<file path="config.mk">
export PLATFORM = sky130hd
export DESIGN_NAME = periodic_task_slack_picker_top
export DESIGN_NICKNAME = d
export VERILOG_FILES = /design/src/rtl/core/ptsp_pkg.sv /design/src/rtl/core/ptsp_table.sv /design/src/rtl/core/ptsp_alu.sv /design/src/rtl/core/periodic_task_slack_picker_top.sv
export SDC_FILE = /design/constraint.sdc
export NUM_CORES = 1
export LEC_CHECK = 0
export ABC_AREA = 0
export BUFFER_PORTS_ARGS = -buffer_cell sky130_fd_sc_hd__buf_4
export CAP_MARGIN = 15
export CORE_UTILIZATION = 46
export DETAILED_ROUTE_END_ITERATION = 8
export GPL_TIMING_DRIVEN = 0
export PLACE_DENSITY_LB_ADDON = 0.12
export RECOVER_POWER = 100
export SYNTH_ARGS = -nofsm -noshare
export SYNTH_HDL_FRONTEND = slang
export SYNTH_SLANG_ARGS = --single-unit
</file>
<file path="constraint.sdc">
create_clock -name aclk -period 8.36 [get_ports aclk]
set_input_delay 0.418 -clock aclk [delete_from_list [all_inputs] [get_ports aclk]]
set_output_delay 0.418 -clock aclk [all_outputs]
set_load 0.1 [all_outputs]
</file>
<file path="src/rtl/core/ptsp_pkg.sv">
package ptsp_pkg;

    // operation codes (s_tuser)
    localparam logic [1:0] OP_ADD = 2'd0;
    localparam logic [1:0] OP_ADV = 2'd1;
    localparam logic [1:0] OP_SEL = 2'd2;

    // shared unit operations
    localparam logic ALU_ADD = 1'b0;
    localparam logic ALU_SUB = 1'b1;

    localparam int DEF_TASK_SLOTS = 16;

    localparam int ID_W      = 8;
    localparam int PERIOD_W  = 20;
    localparam int INC_W     = 16;
    localparam int ELAPSED_W = 31;
    localparam int WORD_W    = 32;
    localparam int OUT_SLOT_W = 4;

    localparam int IN_TDATA_W  = 48;
    localparam int IN_TUSER_W  = 2;
    localparam int OUT_TDATA_W = 80;

    localparam logic signed [WORD_W-1:0] SLACK_FLOOR = -32'sd99999;
    localparam logic [ELAPSED_W-1:0]     ELAPSED_MAX = 31'h7FFF_FFFF;

    // table write enables
    typedef struct packed {
        logic entry;    // whole entry: id, period, elapsed cleared
        logic elapsed;  // elapsed count only
    } tbl_we_t;

endpackage

</file>
<file path="src/rtl/core/ptsp_table.sv">
module ptsp_table #(
    parameter int TASK_SLOTS = ptsp_pkg::DEF_TASK_SLOTS,
    parameter int SLOT_W     = (TASK_SLOTS > 1) ? $clog2(TASK_SLOTS) : 1
) (
    input  logic                             aclk,
    input  ptsp_pkg::tbl_we_t                we,
    input  logic [SLOT_W-1:0]                waddr,
    input  logic [ptsp_pkg::ID_W-1:0]        wr_id,
    input  logic [ptsp_pkg::PERIOD_W-1:0]    wr_period,
    input  logic [ptsp_pkg::ELAPSED_W-1:0]   wr_elapsed,
    input  logic [SLOT_W-1:0]                raddr,
    output logic [ptsp_pkg::ID_W-1:0]        rd_id,
    output logic [ptsp_pkg::PERIOD_W-1:0]    rd_period,
    output logic [ptsp_pkg::ELAPSED_W-1:0]   rd_elapsed
);
    import ptsp_pkg::*;

    logic [ID_W-1:0]      id_mem      [TASK_SLOTS];
    logic [PERIOD_W-1:0]  period_mem  [TASK_SLOTS];
    logic [ELAPSED_W-1:0] elapsed_mem [TASK_SLOTS];

    always_ff @(posedge aclk) begin
        if (we.entry) begin
            id_mem[waddr]     <= wr_id;
            period_mem[waddr] <= wr_period;
        end
        if (we.entry || we.elapsed) begin
            elapsed_mem[waddr] <= wr_elapsed;
        end
    end

    // registered read port
    always_ff @(posedge aclk) begin
        rd_id      <= id_mem[raddr];
        rd_period  <= period_mem[raddr];
        rd_elapsed <= elapsed_mem[raddr];
    end

endmodule

</file>
<file path="src/rtl/core/ptsp_alu.sv">
module ptsp_alu (
    input  logic                                 op,
    input  logic [ptsp_pkg::WORD_W-1:0]          a,
    input  logic [ptsp_pkg::WORD_W-1:0]          b,
    input  logic signed [ptsp_pkg::WORD_W-1:0]   best,
    output logic [ptsp_pkg::WORD_W-1:0]          res,
    output logic [ptsp_pkg::ELAPSED_W-1:0]       sat,
    output logic                                 gt
);
    import ptsp_pkg::*;

    always_comb begin
        res = (op == ALU_SUB) ? (a - b) : (a + b);
        // sum of a 31-bit count and a 16-bit step never reaches 2^32
        sat = res[WORD_W-1] ? ELAPSED_MAX : res[ELAPSED_W-1:0];
        gt  = $signed(res) > best;
    end

endmodule

</file>
<file path="src/rtl/core/periodic_task_slack_picker_top.sv">
// Channel   Dir  Handshake          Payload
// s_        in   s_tvalid/s_tready  s_tuser: operation; s_tdata: id, period, increment
// m_        out  m_tvalid/m_tready  m_tdata: add_ok, is_idle, slot, id, slack, now_ms
//
// add_task and unused codes: accept moves to the done state, where the result register loads.
// advance_time and select_next: one slot per cycle through the registered table read
// and the shared add/subtract unit; the block returns to idle when the result loads,
// and only then is the next request taken.
// aresetn (synchronous, active low) clears task count, clock and valid; table undefined.
// A waiting result holds the next finished request in the done state; no new request is taken until it loads.
module periodic_task_slack_picker_top #(
    parameter int TASK_SLOTS = ptsp_pkg::DEF_TASK_SLOTS
) (
    input  logic                                aclk,
    input  logic                                aresetn,
    input  logic                                s_tvalid,
    output logic                                s_tready,
    // [7:0] task_id, [27:8] period_ms, [43:28] increment_ms, [47:44] zero
    input  logic [ptsp_pkg::IN_TDATA_W-1:0]     s_tdata,
    // [1:0] operation
    input  logic [ptsp_pkg::IN_TUSER_W-1:0]     s_tuser,
    output logic                                m_tvalid,
    input  logic                                m_tready,
    // [0] add_ok, [1] is_idle, [5:2] selected_slot, [13:6] selected_id,
    // [45:14] selected_slack, [77:46] now_ms, [79:78] zero
    output logic [ptsp_pkg::OUT_TDATA_W-1:0]    m_tdata
);
    import ptsp_pkg::*;

    localparam int SLOT_W = (TASK_SLOTS > 1) ? $clog2(TASK_SLOTS) : 1;
    localparam int CNT_W  = $clog2(TASK_SLOTS + 1);

    localparam logic [1:0] ST_IDLE = 2'd0;
    localparam logic [1:0] ST_WALK = 2'd1;
    localparam logic [1:0] ST_DONE = 2'd2;

    logic [1:0]              state_reg, state_next;
    logic [CNT_W-1:0]        count_reg, count_next;
    logic [WORD_W-1:0]       time_reg, time_next;
    logic [CNT_W-1:0]        rd_idx_reg, rd_idx_next;
    logic                    pend_reg, pend_next;
    logic [SLOT_W-1:0]       pend_idx_reg, pend_idx_next;
    logic [1:0]              op_reg, op_next;
    logic [INC_W-1:0]        inc_reg, inc_next;
    logic                    add_ok_reg, add_ok_next;
    logic                    found_reg, found_next;
    logic signed [WORD_W-1:0] best_slack_reg, best_slack_next;
    logic [SLOT_W-1:0]       best_slot_reg, best_slot_next;
    logic [ID_W-1:0]         best_id_reg, best_id_next;
    logic                    m_valid_reg, m_valid_next;
    logic [OUT_TDATA_W-1:0]  m_data_reg, m_data_next;

    tbl_we_t                 tbl_we;
    logic [SLOT_W-1:0]       tbl_waddr;
    logic [ELAPSED_W-1:0]    tbl_wel;
    logic [ID_W-1:0]         rd_id;
    logic [PERIOD_W-1:0]     rd_period;
    logic [ELAPSED_W-1:0]    rd_elapsed;

    logic                    alu_op;
    logic [WORD_W-1:0]       alu_b;
    logic [WORD_W-1:0]       alu_res;
    logic [ELAPSED_W-1:0]    alu_sat;
    logic                    alu_gt;

    logic                    accept;
    logic                    walk_end;
    logic                    finish;
    logic                    load;
    logic                    is_sel;
    logic                    sel_hit;

    ptsp_table #(
        .TASK_SLOTS (TASK_SLOTS),
        .SLOT_W     (SLOT_W)
    ) u_table (
        .aclk       (aclk),
        .we         (tbl_we),
        .waddr      (tbl_waddr),
        .wr_id      (s_tdata[ID_W-1:0]),
        .wr_period  (s_tdata[ID_W +: PERIOD_W]),
        .wr_elapsed (tbl_wel),
        .raddr      (rd_idx_reg[SLOT_W-1:0]),
        .rd_id      (rd_id),
        .rd_period  (rd_period),
        .rd_elapsed (rd_elapsed)
    );

    ptsp_alu u_alu (
        .op   (alu_op),
        .a    ({1'b0, rd_elapsed}),
        .b    (alu_b),
        .best (best_slack_reg),
        .res  (alu_res),
        .sat  (alu_sat),
        .gt   (alu_gt)
    );

    // select: slack = elapsed - period; advance: elapsed + increment
    assign alu_op = (op_reg == OP_SEL) ? ALU_SUB : ALU_ADD;
    assign alu_b  = (op_reg == OP_SEL) ? WORD_W'(rd_period) : WORD_W'(inc_reg);

    assign s_tready = (state_reg == ST_IDLE);
    assign accept   = s_tvalid && s_tready;
    assign walk_end = (state_reg == ST_WALK) && (rd_idx_reg >= count_reg) && !pend_reg;
    assign finish   = walk_end || (state_reg == ST_DONE);
    assign load     = finish && (!m_valid_reg || m_tready);

    // result assembly; fields outside their operation read zero
    assign is_sel  = (op_reg == OP_SEL);
    assign sel_hit = is_sel && found_reg;

    always_comb begin
        m_data_next = '0;
        m_data_next[0]     = (op_reg == OP_ADD) && add_ok_reg;
        m_data_next[1]     = is_sel && !found_reg;
        m_data_next[5:2]   = sel_hit ? OUT_SLOT_W'(best_slot_reg) : '0;
        m_data_next[13:6]  = sel_hit ? best_id_reg : '0;
        m_data_next[45:14] = sel_hit ? best_slack_reg : '0;
        m_data_next[77:46] = time_reg;
    end

    always_comb begin
        state_next      = state_reg;
        count_next      = count_reg;
        time_next       = time_reg;
        rd_idx_next     = rd_idx_reg;
        pend_next       = pend_reg;
        pend_idx_next   = pend_idx_reg;
        op_next         = op_reg;
        inc_next        = inc_reg;
        add_ok_next     = add_ok_reg;
        found_next      = found_reg;
        best_slack_next = best_slack_reg;
        best_slot_next  = best_slot_reg;
        best_id_next    = best_id_reg;
        tbl_we          = '0;
        tbl_waddr       = pend_idx_reg;
        tbl_wel         = alu_sat;

        if (accept) begin
            op_next         = s_tuser;
            inc_next        = s_tdata[ID_W+PERIOD_W +: INC_W];
            rd_idx_next     = '0;
            pend_next       = 1'b0;
            add_ok_next     = 1'b0;
            found_next      = 1'b0;
            best_slack_next = SLACK_FLOOR;
            unique case (s_tuser)
                OP_ADD: begin
                    if (count_reg < CNT_W'(TASK_SLOTS)) begin
                        tbl_we.entry = 1'b1;
                        tbl_waddr    = count_reg[SLOT_W-1:0];
                        tbl_wel      = '0;
                        count_next   = count_reg + CNT_W'(1);
                        add_ok_next  = 1'b1;
                    end
                    state_next = ST_DONE;
                end
                OP_ADV: begin
                    time_next  = time_reg + WORD_W'(s_tdata[ID_W+PERIOD_W +: INC_W]);
                    state_next = ST_WALK;
                end
                OP_SEL: begin
                    state_next = ST_WALK;
                end
                default: begin
                    state_next = ST_DONE;
                end
            endcase
        end

        if (state_reg == ST_WALK) begin
            // issue one read per cycle, process it the cycle after
            if (rd_idx_reg < count_reg) begin
                rd_idx_next   = rd_idx_reg + CNT_W'(1);
                pend_next     = 1'b1;
                pend_idx_next = rd_idx_reg[SLOT_W-1:0];
            end else begin
                pend_next = 1'b0;
            end
            if (pend_reg) begin
                if (op_reg == OP_ADV) begin
                    tbl_we.elapsed = 1'b1;
                end else if (alu_gt) begin
                    // strict compare: ties keep the lower slot
                    found_next      = 1'b1;
                    best_slack_next = alu_res;
                    best_slot_next  = pend_idx_reg;
                    best_id_next    = rd_id;
                end
            end
            if (walk_end && !load) begin
                state_next = ST_DONE;
            end
        end

        if (load) begin
            state_next = ST_IDLE;
        end
    end

    always_comb begin
        if (load) begin
            m_valid_next = 1'b1;
        end else if (m_tready) begin
            m_valid_next = 1'b0;
        end else begin
            m_valid_next = m_valid_reg;
        end
    end

    always_ff @(posedge aclk) begin
        if (!aresetn) begin
            state_reg   <= ST_IDLE;
            count_reg   <= '0;
            time_reg    <= '0;
            pend_reg    <= 1'b0;
            m_valid_reg <= 1'b0;
        end else begin
            state_reg   <= state_next;
            count_reg   <= count_next;
            time_reg    <= time_next;
            pend_reg    <= pend_next;
            m_valid_reg <= m_valid_next;
        end
    end

    always_ff @(posedge aclk) begin
        rd_idx_reg     <= rd_idx_next;
        pend_idx_reg   <= pend_idx_next;
        op_reg         <= op_next;
        inc_reg        <= inc_next;
        add_ok_reg     <= add_ok_next;
        found_reg      <= found_next;
        best_slack_reg <= best_slack_next;
        best_slot_reg  <= best_slot_next;
        best_id_reg    <= best_id_next;
        if (load) begin
            m_data_reg <= m_data_next;
        end
    end

    assign m_tvalid = m_valid_reg;
    assign m_tdata  = m_data_reg;

    // table never holds more tasks than slots
    a_count_bound: assert property (@(posedge aclk) disable iff (!aresetn)
        count_reg <= CNT_W'(TASK_SLOTS))
        else $error("task count above slot count");

    // a successful add grows the table by one
    a_add_grows: assert property (@(posedge aclk) disable iff (!aresetn)
        (accept && (s_tuser == OP_ADD) && (count_reg < CNT_W'(TASK_SLOTS)))
        |=> (count_reg == $past(count_reg) + CNT_W'(1)))
        else $error("add did not grow the table");

    // an idle answer carries no selection
    a_idle_clean: assert property (@(posedge aclk) disable iff (!aresetn)
        (m_tvalid && m_tdata[1]) |-> ((m_tdata[45:2] == '0) && !m_tdata[0]))
        else $error("idle result with selection fields set");

endmodule
</file>
Word level (Yosys, flattened, before mapping):

Memories as Yosys holds them, arrays and structs flattened. A register that Yosys moved wholly into a read port is not among the register bits.
Cells that the tools add are included.

* $lt $le $gt $ge: 4
* reductions and logical operators: 26
* bitwise operators: 2
* multiplexer cells: 42
* equality and inequality tests: 6
* $add $sub $neg: 5

Operators by type and width (count)
* 32-bit 2-to-1 mux: 6
* 31-bit 2-to-1 mux: 4
* 31-bit by 20-bit adder with 32-bit output: 1
* 32-bit by 16-bit adder with 32-bit output: 1
* 32-bit > comparator: 1
* 31-bit by 20-bit subtractor with 32-bit output: 1
* 1-bit 2-to-1 mux: 21
* 20-bit 2-to-1 mux: 1
* 5-bit 2-to-1 mux: 3
* 4-bit 2-to-1 mux: 3
* 5-bit by 1-bit adder with 5-bit output (second input constant): 2
* 1-bit logical AND: 8
* 2-bit 2-to-1 mux: 4
* 2-bit by 1-bit == test with 1-bit output (second input constant): 3
* 2-bit == test (second input constant): 3
* 2-bit logical NOT: 3
* 5-bit >= comparator: 1
* 5-bit less-than comparator: 1
* 5-bit less-than comparator (second input constant): 1
* 1-bit logical NOT: 4
* 2-bit AND reduction: 2
* 4-bit AND reduction: 1
* 2-bit nonzero test: 2
* 2-bit OR reduction: 2
* other kinds (3): 6

* register bits after elaboration: 192
* bits in writable memories: 944
* memories: 3
* word-level logic and storage cells: 104
* bits of input ports: 54

Memory list
* u_table.elapsed_mem: words 16, bits a word 31, read ports 1, clocked after memory_dff 1, write ports 1, line ptsp_table.sv:20 `logic [ELAPSED_W-1:0] elapsed_mem [TASK_SLOTS];`
* u_table.period_mem: words 16, bits a word 20, read ports 1, clocked after memory_dff 1, write ports 1, line ptsp_table.sv:19 `logic [PERIOD_W-1:0] period_mem [TASK_SLOTS];`
* u_table.id_mem: words 16, bits a word 8, read ports 1, clocked after memory_dff 1, write ports 1, line ptsp_table.sv:18 `logic [ID_W-1:0] id_mem [TASK_SLOTS];`

Depth between registers and ports, before layout:

* word-level depth: 9
* gate-level depth with buffers: 32
* gate-level depth less buffers: 29

Cells and area by module:

A second synthesis with hierarchy kept.

* cells, all modules: 2810
* area total of the unflattened synthesis: 48397.7 µm²

Modules (own cells, without submodules)
* ptsp_table: area an instance 36553.8 µm², times used 1, seq. area each 29528.3 µm², cells each 1549
* periodic_task_slack_picker_top: area an instance 8363.0 µm², times used 1, seq. area each 4974.8 µm², cells each 768
* ptsp_alu: area an instance 3480.8 µm², times used 1, seq. area each 0.0 µm², cells each 493

Worst setup path before layout:

Ideal clock, no wire load.

* path kind: register -> register
* start point: register op_reg[0]
* end point: register best_id_reg[0] (enable)
* data arrival time: 6035 ps
* stages on the path, launching flop included: 30
* path buffers: 3
* clock period less this slack: 6390 ps
* required time: 8006 ps
* slack: 1970 ps
* path through: edfxtp_1 > nor2b_1 > clkbuf_1 > mux2i_1 > ha_1 > o21ai_0 > or2_1 > nor4_1 > xor2_1 > nand2_1 > o21ai_0 > ha_1 > a21oi_1 > nand2_1 > a211oi_1 > a21oi_1 > o21bai_1 > a31oi_1 > mux2i_1 > a2111oi_2 > inv_1 > ha_1 > nand4_1 > nor3_1 > and3_1 > o21ai_0 > and3_1 > nor3_1 > buf_2 > buf_2

* cells in the longest elaborated chain, start to end: 6
* elaborated cells on any way between the ends: 10

RTL lines
* start, declared: line periodic_task_slack_picker_top.sv:43 `logic [1:0] op_reg, op_next;`
* start signal, assigned: line periodic_task_slack_picker_top.sv:232 `op_reg <= op_next;`
* 2-bit == test: line periodic_task_slack_picker_top.sv:100, periodic_task_slack_picker_top.sv:101
* 20-bit 2-to-1 mux: line periodic_task_slack_picker_top.sv:101 `assign alu_b = (op_reg == OP_SEL) ? WORD_W'(rd_period) : WORD_W'(inc_reg);`
* 31-bit by 20-bit adder with 32-bit output / 31-bit by 20-bit subtractor with 32-bit output (equally long branches): line ptsp_alu.sv:13 `res = (op == ALU_SUB) ? (a - b) : (a + b);`
* 32-bit 2-to-1 mux: line ptsp_alu.sv:13
* 32-bit > comparator: line ptsp_alu.sv:16 `gt = $signed(res) > best;`
* 4-bit AND reduction (no source line) *
* end signal, assigned: line periodic_task_slack_picker_top.sv:238 `best_id_reg <= best_id_next;`
* end, declared: line periodic_task_slack_picker_top.sv:49 `logic [ID_W-1:0] best_id_reg, best_id_next;`

Mark *: on every way between the ends. The rest lies on a longest branch, timed or not.
A chain may end at the register's enable or synchronous reset.

Worst setup path after layout:

* start point: register op_reg[0]
* end point: register best_id_reg[5] (enable)

Same word-level chain as after synthesis.

==> key figures <==
STA
  – Max frequency: roughly 0.13 GHz
  – Period utilisation layout: between 90% and 100%
  – Tightest Pin Transition: roughly 2.3 ns
  – Worst slew margin: -55.7%
  – Setup ws final: 0.435 ns
  – Final count of pins violating max slew: ~580
  – RSZ-0062 raised after global routing: no
  – Final setup fails: 0
  – Fin crit period: slightly below 8 ns
  – Final hold viol count: 0
  – Layout Skew: approximately 0.055 ns

Min path
  – Hold Path Class: primary input to flop

Drt
  – Number of nets with antenna violations after routing: 0
  – Drt first pass iters: 5
  – Drt total wl: around 120,000 µm
  – Routed wire length per instance: 28.0 µm
  – Vias/cell: 5.75
  – Vias: approximately 25,000
  – Initial drt markers: ~2,600
  – Remaining DRCs: 0

Placed design
  – Dpl hpwl: 84,500 µm
  – # port buffers: roughly 130
  – Worst slack at placement: -0.491 ns
  – Global placement routability congestion: between 0.9 and 1

Critical path
  – Flop-to-flop setup slack: between 0.4 and 0.5 ns
  – Cell family with most CP delay: compound AO/OA/AOI/OAI gates
  – Crit path launch type: flop
  – Critical path fanouts, max: 21
  – Worst Setup End Kind: flop
  – CP max stage cell: clkbuf_4
  – Critical path data required time: slightly below 9 ns
  – CP bufs+invs: 4
  – CP peak stage delay: roughly 0.45 ns
  – Setup CP Type: flop to flop
  – Critical path arrival: just over 8 ns

Yosys
  – Synthesized area: around 0.048 mm²
  – Mux contribution to synthesized area: between 10% and 20%
  – Post-synth cell types: 65
  – Area leader, netlist: edfxtp_1
  – Post-Syn Area per Cell: about 19 µm²
  – Yosys top cell area share: 66.4%
  – Synth Warn #: 0
  – Post-synth EDFFs: around 1,100
  – Largest family of logic cells by synthesized area: multiplexers
  – Top post-synthesis cells by area: edfxtp_1 (66%), mux4_2 (14%), dfxtp_1 (5.8%)
  – Post-synthesis xor/xnor area fraction: about 1.1%
  – Post-synthesis simple-gate area fraction: under 10%
  – Ys flop type: edfxtp_1
  – Post-synthesis sequential area ratio: between 70% and 80%
  – Async SR Flop Fraction: 0%
  – Compound-gate portion of the synthesized area: around 3.3%
  – Synth Instances: between 2,000 and 3,000
  – FF+latch count, synth: roughly 1,200
  – Post-synthesis adder-cell area fraction: 2.41%

Status
  – Failing checks: capacitance limit, slew limit
  – Status: finished, violations left

Global routing
  – Most Crowded Layer GR: met2
  – Initial antenna violation count: 7
  – Congestion Overflow GR: 0
  – Grt met1 use: between 30% and 40%
  – Gr usage total: about a quarter
  – Largest net degree at the start of global routing: 42
  – Vias in the first global route: 25,600
  – Met3 Usage GRT: around 3.7%
  – Grt met2 use: a little under two fifths
  – First-pass GRT wire length: approximately 180,000 µm

Finish
  – Area Growth Syn to Fin: 14.7%
  – Biggest regs: u_table.elapsed_mem x496, u_table.period_mem x320, u_table.id_mem x128
  – Max reg flops: slightly below 500
  – Final nets: 3,075
  – Layout fillers: 8,183
  – Most flops, register: u_table.elapsed_mem
  – Share of cells above drive strength 1: roughly 17%

Pwr
  – Gate power share: between 10% and 20%
  – Int Power: 10.6 mW
  – Switch Pwr: 3.88 mW
  – Peak supply drop: about 0.20 mV
  – Reg power frac: between 40% and 50%
  – P per Cell Area: ~260 mW/mm²
  – Clock power share: between 30% and 40%
  – Leakage power: 18.1 nW
  – Switch share: between 20% and 30%
  – Overall power: around 14 mW

Clock tree
  – Clock-pin slew on the worst setup and hold paths: approximately 0.070 ns
  – TritonCTS buffer count: 118
  – Root Driver: clkbuf_16
  – Clock Latency Late Sink: about 0.73 ns
  – H-tree levels: 3
  – Clk sink count: roughly 1,200
  – CTS tree: yes
  – Clock Tree Buf Depth: 3

Floorplanning
  – Core area: just over 0.1 mm²
  – IO Pins: 136
  – FP Rows: around 120
  – Initial Util: around 47%
  – Die Wd: ~320 µm
  – Full die area: 0.105 mm²
  – Die height: 324 µm

Flow run
  – Total of max-cap violations: 38
-- what timing repair did --
item / 4_1_cts / 5_1_grt
pin swaps: 0 / 1
hold buffers: 48 / 0
setup endpoints to repair: 42 / 41
gates cloned: 0 / 0
resized for setup: 3 / 5
buffers inserted: 0 / 1
endpoints found under the hold margin: 469 / 0
-- routing by layer --
metal	vias up	wire length (µm)
met1	13200	52500
met4	4	3040
li1	10900	-
met2	955	59200
met5	-	23
met3	164	8680
-- cell type report --
type | instances | area [µm²] | area share [%]
flip-flops and latches | 1195 | 34500 | 63.0
multi-input cells | 1145 | 12300 | 22.5
clock buffers | 149 | 3180 | 5.80
well taps | 1368 | 1710 | 3.12
repair buffers | 258 | 1420 | 2.58
clock inverters | 75 | 817 | 1.49
plain buffers | 114 | 452 | 0.824
inverters | 98 | 368 | 0.671
diodes | 3 | 7.51 | 0.0137
-- power by group through the flow --
stage                     Combinational, mW  Sequential [mW]  Clock, mW
after global placement                 1.99             7.16          0
after floorplan                       0.892             7.66          0
after global routing                   2.12             7.04       5.73
after detailed placement               2.09             7.14          0
final                                  1.99             7.03       5.42
after CTS                              2.11             7.02       5.51
-- worst reg2reg max path, delay by kind of cell, from the launching register on --
family          cells  cell delay, ns
compound gates      9            2.27
simple gates       10            2.00
buf+inv             4            1.14
fa+ha+maj           3            1.01
mux                 2            0.49
flops               1            0.42
xor+xnor            1            0.20
-- synthesized netlist by cell type, drive strengths merged (27+ instances only) --
cell type and count:
edfxtp 1057, mux4 295, dfxtp 138, nand2 105, inv 98, ha 89
nor2 87, a21oi 85, clkbuf 71, and3 61, o21ai 56, buf 43
mux2i 43, xor2 37, and2 30, nor3 30, nand3 27
-- cell families (layout without fill, tap and decap cells) --
family,Yosys count,after routing
compound gates,237,237
simple gates,416,416
mux,339,339
other cells,1,5
fa+ha+maj,91,91
xor+xnor,60,60
buf+inv,212,694
flops,1195,1195
-- placed cells by master, fill, tap and decap left out, drive strengths merged, types with 18 or more instances in the layout --
master	count
a21oi	85
clkbuf	430
and2	30
and3	61
clkinv	51
buf	43
nor2b	18
mux2i	43
edfxtp	1057
nand2b	21
nor2	87
xnor2	23
mux4	295
dfxtp	138
o21ai	56
inv	100
nand3	27
dlygate4sd3	48
a21o	25
nor3	30
xor2	37
nand2	105
ha	89
-- final timing paths --
path | from | endpoint | depth (start not counted)
max reg2reg | op_reg[0]$_DFFE_PP_ | best_id_reg[5]$_DFFE_PP_ | 29
min reg2reg | u_table.rd_id[6]$_DFF_P_ | best_id_reg[6]$_DFFE_PP_ | 0
min | s_tvalid | state_reg[0]$_SDFF_PP0_ | 4
max | op_reg[0]$_DFFE_PP_ | best_id_reg[5]$_DFFE_PP_ | 29
-- metrics by stage --
stage               instances  TNS (ns)  utilization (%)  cell area [µm²]  hold WS (ns)
floorplan                2552         0                -            47800         0.386
global placement         4049   -114.36             49.3            50500         0.388
detailed placement       4117    -12.16             50.6            51800         0.391
CTS                      4389         0             55.0            56300         0.144
global route             4403         0             53.6            54800         0.225
finish                   4405         0             53.6            54800         0.175
No activity file was read; power rests on OpenSTA's default activity.
